<file path="src/hw/rtl/cpr_pkg.sv">
// Shared types, constants and a helper function for the clock plate relay stepper.
`timescale 1ns / 1ps
`default_nettype none

package cpr_pkg;

  localparam int unsigned POSITIONS            = 64;
  localparam int unsigned POS_W                = 6;
  localparam logic [POS_W-1:0] NIGHT_POS       = POS_W'(POSITIONS - 1);
  localparam int unsigned MINUTES_PER_POSITION = 15;
  localparam int unsigned TICKS_PER_PHASE      = 6;
  localparam int unsigned TICK_W               = 3;
  localparam logic [TICK_W-1:0] TICK_SAT       = 3'd7;
  localparam int unsigned STEP_BOUNDARY        = 6;
  localparam int unsigned MIN_W                = 11;
  localparam logic [MIN_W-1:0] MIN_PER_HOUR    = 11'd60;

  typedef enum logic [1:0] {
    CFG_START_MINUTE     = 2'd0,
    CFG_END_MINUTE       = 2'd1,
    CFG_PLATE_CONFIGURED = 2'd2
  } cfg_idx_e;

  typedef enum logic [1:0] {
    PH_STABLE = 2'd0,
    PH_FIRST  = 2'd1,
    PH_SECOND = 2'd2
  } phase_e;

  typedef struct packed {
    logic             func;
    logic [4:0]       hour;
    logic [5:0]       minute;
    logic [5:0]       second;
    logic             time_valid;
    logic             sqw_active;
    logic             manual_hold;
    logic             persist_ok;
    logic [POS_W-1:0] new_position;
  } item_t;

  typedef struct packed {
    logic [MIN_W-1:0] start_minute;
    logic [MIN_W-1:0] end_minute;
    logic             plate_configured;
  } cfg_t;

  typedef struct packed {
    logic ld_diff;
    logic ld_tgt;
    logic ld_out;
  } pipe_ctl_t;

  typedef struct packed {
    logic             relay_even;
    logic             relay_odd;
    logic [POS_W-1:0] position;
    phase_e           phase;
    logic             in_sync;
    logic             step_done;
  } res_t;

  // True when the second is a whole multiple of the step boundary.
  function automatic logic sec_on_boundary(logic [5:0] sec);
    logic hit;
    hit = 1'b0;
    for (int k = 0; k <= 63 / STEP_BOUNDARY; k++) begin
      if (sec == 6'(k * STEP_BOUNDARY)) hit = 1'b1;
    end
    return hit;
  endfunction

endpackage

`default_nettype wire

</file>
<file path="src/hw/rtl/cpr_target.sv">
// Two-stage target position unit: window check, then a reciprocal multiply and clamp.
`timescale 1ns / 1ps
`default_nettype none

module cpr_target
  import cpr_pkg::*;
#(
  parameter int unsigned MINUTES_PER_POSITION = cpr_pkg::MINUTES_PER_POSITION
) (
  input  wire               clk_i,
  input  pipe_ctl_t         ctl_i,
  input  cfg_t              cfg_i,
  input  item_t             item_i,
  output item_t             item_o,
  output logic [POS_W-1:0]  target_o
);

  localparam int unsigned ShW    = $clog2(MINUTES_PER_POSITION);
  localparam int unsigned KShift = MIN_W + ShW;
  localparam int unsigned RecipW = KShift + 1;
  localparam int unsigned ProdW  = MIN_W + RecipW;
  localparam logic [RecipW-1:0] Recip =
    RecipW'(((64'd1 << KShift) + 64'(MINUTES_PER_POSITION) - 64'd1) /
            64'(MINUTES_PER_POSITION));

  item_t            item2_q, item3_q;
  logic             in_win_q, in_win_d;
  logic [MIN_W-1:0] diff_q, diff_d;
  logic [MIN_W-1:0] total;
  logic [ProdW-1:0] prod;
  logic [MIN_W-1:0] quot;
  logic [POS_W-1:0] target_q, target_d;

  always_comb begin
    total    = MIN_W'(item_i.hour) * MIN_PER_HOUR + MIN_W'(item_i.minute);
    in_win_d = cfg_i.plate_configured && (total >= cfg_i.start_minute) &&
               (total <= cfg_i.end_minute);
    diff_d   = total - cfg_i.start_minute;
  end

  always_ff @(posedge clk_i) begin
    if (ctl_i.ld_diff) begin
      item2_q  <= item_i;
      in_win_q <= in_win_d;
      diff_q   <= diff_d;
    end
  end

  always_comb begin
    prod = ProdW'(diff_q) * ProdW'(Recip);
    quot = prod[KShift +: MIN_W];
    if (!in_win_q || (quot > MIN_W'(NIGHT_POS))) begin
      target_d = NIGHT_POS;
    end else begin
      target_d = quot[POS_W-1:0];
    end
  end

  always_ff @(posedge clk_i) begin
    if (ctl_i.ld_tgt) begin
      item3_q  <= item2_q;
      target_q <= target_d;
    end
  end

  assign item_o   = item3_q;
  assign target_o = target_q;

endmodule

`default_nettype wire

</file>
<file path="src/hw/rtl/cpr_step.sv">
// Plate stepping state and the registered result of each item.
`timescale 1ns / 1ps
`default_nettype none

module cpr_step
  import cpr_pkg::*;
(
  input  wire              clk_i,
  input  wire              rst_ni,
  input  logic             ld_i,
  input  item_t            item_i,
  input  logic [POS_W-1:0] target_i,
  output res_t             res_o
);

  logic [POS_W-1:0]  pos_q, pos_d, pos_next;
  phase_e            ph_q, ph_d;
  logic [TICK_W-1:0] tk_q, tk_d, tk_inc;
  logic              done, expired, boundary;
  res_t              res_q, res_d;

  always_comb begin
    pos_d    = pos_q;
    ph_d     = ph_q;
    tk_d     = tk_q;
    done     = 1'b0;
    boundary = sec_on_boundary(item_i.second);
    tk_inc   = (tk_q != TICK_SAT) ? tk_q + TICK_W'(1) : tk_q;
    expired  = tk_inc >= TICK_W'(TICKS_PER_PHASE);
    pos_next = (pos_q == NIGHT_POS) ? '0 : pos_q + POS_W'(1);

    if (item_i.func) begin
      pos_d = (item_i.new_position > NIGHT_POS) ? NIGHT_POS : item_i.new_position;
      ph_d  = PH_STABLE;
      tk_d  = '0;
    end else if (!item_i.time_valid || !item_i.sqw_active || item_i.manual_hold) begin
      ph_d = PH_STABLE;
      tk_d = '0;
    end else if (ph_q != PH_STABLE) begin
      tk_d = tk_inc;
      if (expired && (ph_q == PH_FIRST)) begin
        ph_d = item_i.persist_ok ? PH_SECOND : PH_STABLE;
        tk_d = '0;
      end else if (expired) begin
        pos_d = pos_next;
        done  = 1'b1;
        tk_d  = '0;
        if (boundary && (pos_next != target_i) && item_i.persist_ok) begin
          ph_d = PH_FIRST;
        end else begin
          ph_d = PH_STABLE;
        end
      end
    end else if (boundary && (pos_q != target_i) && item_i.persist_ok) begin
      ph_d = PH_FIRST;
      tk_d = '0;
    end

    res_d.relay_even = !item_i.func && item_i.time_valid && (ph_d == PH_FIRST);
    res_d.relay_odd  = !item_i.func && item_i.time_valid && (ph_d == PH_SECOND);
    res_d.position   = pos_d;
    res_d.phase      = ph_d;
    res_d.in_sync    = item_i.time_valid && (ph_d == PH_STABLE) && (pos_d == target_i);
    res_d.step_done  = done;
  end

  always_ff @(posedge clk_i or negedge rst_ni) begin
    if (!rst_ni) begin
      pos_q <= '0;
      ph_q  <= PH_STABLE;
      tk_q  <= '0;
    end else if (ld_i) begin
      pos_q <= pos_d;
      ph_q  <= ph_d;
      tk_q  <= tk_d;
    end
  end

  always_ff @(posedge clk_i) begin
    if (ld_i) res_q <= res_d;
  end

  assign res_o = res_q;

endmodule

`default_nettype wire

</file>
<file path="src/hw/rtl/clock_plate_relay_stepper_core.sv">
// Top level of the clock plate relay stepper: ports, configuration and pipeline control.
`timescale 1ns / 1ps
`default_nettype none

// Each accepted item is one RTC second tick or a set-position command and yields
// exactly one result. The block takes one item per clock cycle when the result side
// keeps up; each item passes an input register, two stages that work out the target
// position from the time of day (window check, then a reciprocal multiply and clamp),
// and the output register, where the plate position, phase and tick count are updated
// together with the result so the next item sees them. Configuration writes are taken
// at any time with the ready always high but must only be issued while no item is in
// flight.

module clock_plate_relay_stepper_core
  import cpr_pkg::*;
#(
  parameter int unsigned MINUTES_PER_POSITION = cpr_pkg::MINUTES_PER_POSITION
) (
  input  wire          clk_i,
  input  wire          rst_ni,
  input  wire          s_axis_tvalid,
  output logic         s_axis_tready,
  // hour[4:0], minute[10:5], second[16:11], time_valid[17], sqw_active[18],
  // manual_hold[19], persist_ok[20], new_position[26:21], zero fill above.
  input  wire  [31:0]  s_axis_tdata,
  // func.
  input  wire          s_axis_tuser,
  output logic         m_axis_tvalid,
  input  wire          m_axis_tready,
  // relay_even[0], relay_odd[1], position[7:2], phase[9:8], in_sync[10],
  // step_done[11], zero fill above.
  output logic [15:0]  m_axis_tdata,
  input  wire          cfg_valid_i,
  output logic         cfg_ready_o,
  input  wire  [1:0]   cfg_index_i,
  input  wire  [10:0]  cfg_data_i
);

  cfg_t             cfg_q;
  item_t            item1_q, item_in, item3;
  logic             v1_q, v2_q, v3_q, vo_q;
  logic             ld_in;
  pipe_ctl_t        ctl;
  logic [POS_W-1:0] target;
  res_t             res;

  assign cfg_ready_o = 1'b1;

  always_ff @(posedge clk_i or negedge rst_ni) begin
    if (!rst_ni) begin
      cfg_q.start_minute     <= '0;
      cfg_q.end_minute       <= 11'd1439;
      cfg_q.plate_configured <= 1'b0;
    end else if (cfg_valid_i) begin
      unique case (cfg_index_i)
        CFG_START_MINUTE:     cfg_q.start_minute     <= cfg_data_i;
        CFG_END_MINUTE:       cfg_q.end_minute       <= cfg_data_i;
        CFG_PLATE_CONFIGURED: cfg_q.plate_configured <= cfg_data_i[0];
        default: ;
      endcase
    end
  end

  always_comb begin
    ctl.ld_out    = v3_q && (!vo_q || m_axis_tready);
    ctl.ld_tgt    = v2_q && (!v3_q || ctl.ld_out);
    ctl.ld_diff   = v1_q && (!v2_q || ctl.ld_tgt);
    s_axis_tready = !v1_q || ctl.ld_diff;
    ld_in         = s_axis_tvalid && s_axis_tready;
  end

  always_ff @(posedge clk_i or negedge rst_ni) begin
    if (!rst_ni) begin
      v1_q <= 1'b0;
      v2_q <= 1'b0;
      v3_q <= 1'b0;
      vo_q <= 1'b0;
    end else begin
      v1_q <= ld_in || (v1_q && !ctl.ld_diff);
      v2_q <= ctl.ld_diff || (v2_q && !ctl.ld_tgt);
      v3_q <= ctl.ld_tgt || (v3_q && !ctl.ld_out);
      vo_q <= ctl.ld_out || (vo_q && !m_axis_tready);
    end
  end

  always_comb begin
    item_in.func         = s_axis_tuser;
    item_in.hour         = s_axis_tdata[4:0];
    item_in.minute       = s_axis_tdata[10:5];
    item_in.second       = s_axis_tdata[16:11];
    item_in.time_valid   = s_axis_tdata[17];
    item_in.sqw_active   = s_axis_tdata[18];
    item_in.manual_hold  = s_axis_tdata[19];
    item_in.persist_ok   = s_axis_tdata[20];
    item_in.new_position = s_axis_tdata[26:21];
  end

  always_ff @(posedge clk_i) begin
    if (ld_in) item1_q <= item_in;
  end

  cpr_target #(
    .MINUTES_PER_POSITION(MINUTES_PER_POSITION)
  ) u_target (
    .clk_i   (clk_i),
    .ctl_i   (ctl),
    .cfg_i   (cfg_q),
    .item_i  (item1_q),
    .item_o  (item3),
    .target_o(target)
  );

  cpr_step u_step (
    .clk_i   (clk_i),
    .rst_ni  (rst_ni),
    .ld_i    (ctl.ld_out),
    .item_i  (item3),
    .target_i(target),
    .res_o   (res)
  );

  assign m_axis_tvalid = vo_q;
  assign m_axis_tdata  = {4'b0000, res.step_done, res.in_sync, res.phase, res.position,
                          res.relay_odd, res.relay_even};

  a_relays_follow_phase: assert property (@(posedge clk_i) disable iff (!rst_ni)
    vo_q |-> ((res.relay_even == 1'b0) || (res.phase == PH_FIRST)) &&
             ((res.relay_odd == 1'b0) || (res.phase == PH_SECOND)))
    else $error("relay drive does not match the step phase");

  a_sync_only_stable: assert property (@(posedge clk_i) disable iff (!rst_ni)
    (vo_q && res.in_sync) |-> (res.phase == PH_STABLE))
    else $error("in_sync reported while a step is running");

  a_done_not_second: assert property (@(posedge clk_i) disable iff (!rst_ni)
    (vo_q && res.step_done) |-> (res.phase != PH_SECOND))
    else $error("finished step left the plate in the second relay phase");

  a_stall_needs_item: assert property (@(posedge clk_i) disable iff (!rst_ni)
    !s_axis_tready |-> (v1_q && v2_q && v3_q && vo_q))
    else $error("input stalled while the pipeline has a free stage");

endmodule

`default_nettype wire

</file>
<file path="config.mk">
export PLATFORM = sky130hd
export DESIGN_NAME = clock_plate_relay_stepper_core
export DESIGN_NICKNAME = d
export VERILOG_FILES = /design/src/hw/rtl/cpr_pkg.sv /design/src/hw/rtl/cpr_target.sv /design/src/hw/rtl/cpr_step.sv /design/src/hw/rtl/clock_plate_relay_stepper_core.sv
export SDC_FILE = /design/constraint.sdc
export NUM_CORES = 1
export LEC_CHECK = 0
export BUFFER_PORTS_ARGS = -buffer_cell sky130_fd_sc_hd__buf_2
export CORE_ASPECT_RATIO = 2
export CORE_MARGIN = 2
export CORE_UTILIZATION = 40
export DETAILED_ROUTE_END_ITERATION = 6
export GPL_ROUTABILITY_DRIVEN = 0
export PLACE_DENSITY = 0.54
export SYNTH_ARGS = -nofsm -noshare
export SYNTH_HDL_FRONTEND = slang
export SYNTH_HIERARCHICAL = 1
export SYNTH_SLANG_ARGS = --single-unit
export TNS_END_PERCENT = 50
</file>
<file path="constraint.sdc">
create_clock -name clk_i -period 5 [get_ports clk_i]
set_input_delay 1 -clock clk_i [delete_from_list [all_inputs] [get_ports clk_i]]
set_output_delay 1 -clock clk_i [all_outputs]
set_load 0.03 [all_outputs]
</file>
==> out/qor.yml <==
outcome:
  outcome: "finished, final reports clean"
timing:
  fin_skew_ps: 5.84
  worstMarginPinSlew_ps: 1140
  rsz0062_at_grt: "false"
  slew_viol_final: 0
  fin_crit_ps: 4850
  hold_viol: 0
  slew-limit-headroom_pct: 23.5
  setup_tns_ps: 0
  setup_viol: 0
  period_share_pct: 97.0
  fmax_ghz: 0.206
flow_run:
  cap_violations: 0
critical_path:
  rrSetupSlack_ps: 150
  crit_required_ps: 5200
  cp_max_fo: 3
  worstSetupPathType: "reg2reg"
  arrival_ps: 5050
  timing.rr.start: "item1_q[22]"
  rr_worst_depth: 15
  rr_endpoint: "u_target/in_win_q"
  critPathCaptureType: "register"
  start_kind: "register"
clock_tree:
  cts-buffers-inserted: 17
  path_clk_slew_ps: 60
  post_cts_buffers: 0
  cts_resized: 0
  cts_tree: "yes"
  root_buffer: "clkbuf_16"
  hold_buffers: 0
  cts.sinks: 130
  worstSkewPairLatency_ps: 420
  htree_levels: 4
  clock_path_buffers: 2
layout:
  layout-drive-gt1-share_pct: 21.1
  stdcell_area_um2: 9140
  seqCellArea_um2: 3720
  multiInputGateArea_um2: 3860
  n_antenna_cell: 0
  n_fill_cell: 1872
  fin_nets: 890
  synthToLayoutAreaGrowth_pct: 14.2
floorplan:
  die_w_um: 104
  die_h_um: 204
  initial_core_util_pct: 40.6
  ios: 70
  core_area_um2: 19700
  dieArea_um2: 21200
  num_rows: 73
drt:
  drc: 0
  post_drt_wl_per_cell_um: 16.9
  drtPass1Iterations: 4
  detail_route.vias_per_cell: 5.23
  wl_um: 17100
  vias: 5290
  drt_iter0_drc: 195
  antenna_left: 0
global_route:
  overflow: 0
  grt_pass1_wl_um: 27200
  grt_pass1_vias: 5516
  antenna_found_initial: 0
  grt_max_degree: 39
  grt_usage_pct: 16.7
worst_hold_path:
  hold_path_class: "reg2reg"
  hold_end: "u_target/item2_q[0]"
  worst_hold_path.num_cells: 0
  hold_start: "item1_q[0]"
synthesis:
  yosysWarnings: 6
  synth_area_per_cell_um2: 11.9
  synth_area_um2: 8010
  synth_cells: 671
placement:
  hpwl_um: 13700
  portBuffers: 59
  dpl_cell_area_um2: 8570
power_and_ir_drop:
  vdd_drop_max_mv: 0.369
  p_leak_nw: 3.96
  powerDensity_nw_per_um2: 655
## sequential cells by signal, indices dropped and copies added (netlist names), 2 cells and up
name	cells
item1_q	28
u_step/ph_q	2
u_step/tk_q	3
cfg_q	23
u_step/pos_q	6
u_target/target_o	6
u_target/item2_q	17
u_target/diff_q	11
u_target/item_o	17
u_step/res_o	12
## power by group
part	leakage (nW)	internal [mW]	switching (mW)
logic	2.38	1.41	1.76
registers	1.32	1.44	0.223
clock network	0.260	0.661	0.499
## routing by layer
layer | part of all wire (%) | track usage, % | wire [µm]
met5 | 0 | 0 | 0
met4 | 6.3 | 11.5 | 1080
met3 | 3.1 | 3.22 | 532
met2 | 59 | 33.7 | 10000
met1 | 32 | 14.1 | 5430
## worst max-delay path, stage by stage (launching register included)
cell       delay, ps
edfxtp_1         440
fa_1             580
inv_1             50
fa_1             470
fa_1             500
inv_1             50
ha_1             320
nand2b_1          70
a21oi_1          220
xor2_1           370
ha_1             330
a21oi_1          170
nor2b_1           80
a2111oi_0        500
nand3_1          150
a22oi_1          320
## cell type report
cell class,count,share of cell area (%)
inverters,87,3.57
clock inverters,14,1.33
flip-flops and latches,130,40.7
clock buffers,18,4.80
well taps,262,3.59
multi-input cells,436,42.3
repair buffers,65,3.72
## cells in the final DEF, fill, tap and decap left out, types with 6 or more instances in the layout
cell	instances
nor3_1	11
inv_1	85
ha_1	83
clkbuf_16	17
nand2_1	28
nor2b_1	7
xor2_1	15
mux2_4	10
edfxtp_1	92
mux2_2	22
xnor2_1	25
buf_2	59
nor2_1	22
nand4_1	7
buf_4	6
nand2b_1	7
o21ai_0	15
a21oi_1	28
dfstp_2	8
nand3_1	16
a21o_1	15
fa_1	18
dfrtp_1	30
o21a_1	8
## how the worst max path moves through the flow
stage,startpoint,end,slack [ps],depth (start not counted)
2_1_floorplan,item1_q[22],u_target/diff_q[9],630,15
3_3_place_gp,item1_q[22],u_target/diff_q[9],230,15
3_5_place_dp,item1_q[22],u_target/diff_q[9],170,15
4_1_cts,item1_q[22],u_target/diff_q[9],150,15
5_1_grt,item1_q[24],u_target/diff_q[9],20,16
6_report,item1_q[22],u_target/in_win_q,150,15
## through the flow
stage / instances / setup WS, ps / hold WS (ps) / utilization (%) / total power [mW]
5_1_grt: 1012 / 21.2 / 417 / 46.3 / 6.50
6_report: 1012 / 149 / 413 / 46.3 / 5.99
3_3_place_gp: 980 / 231 / 402 / 43.4 / 4.67
2_1_floorplan: 674 / 626 / 400 / - / 4.00
4_1_cts: 1012 / 154 / 415 / 46.3 / 6.03
3_5_place_dp: 980 / 169 / 405 / 43.4 / 4.82
(Power assumes the default switching activity.)
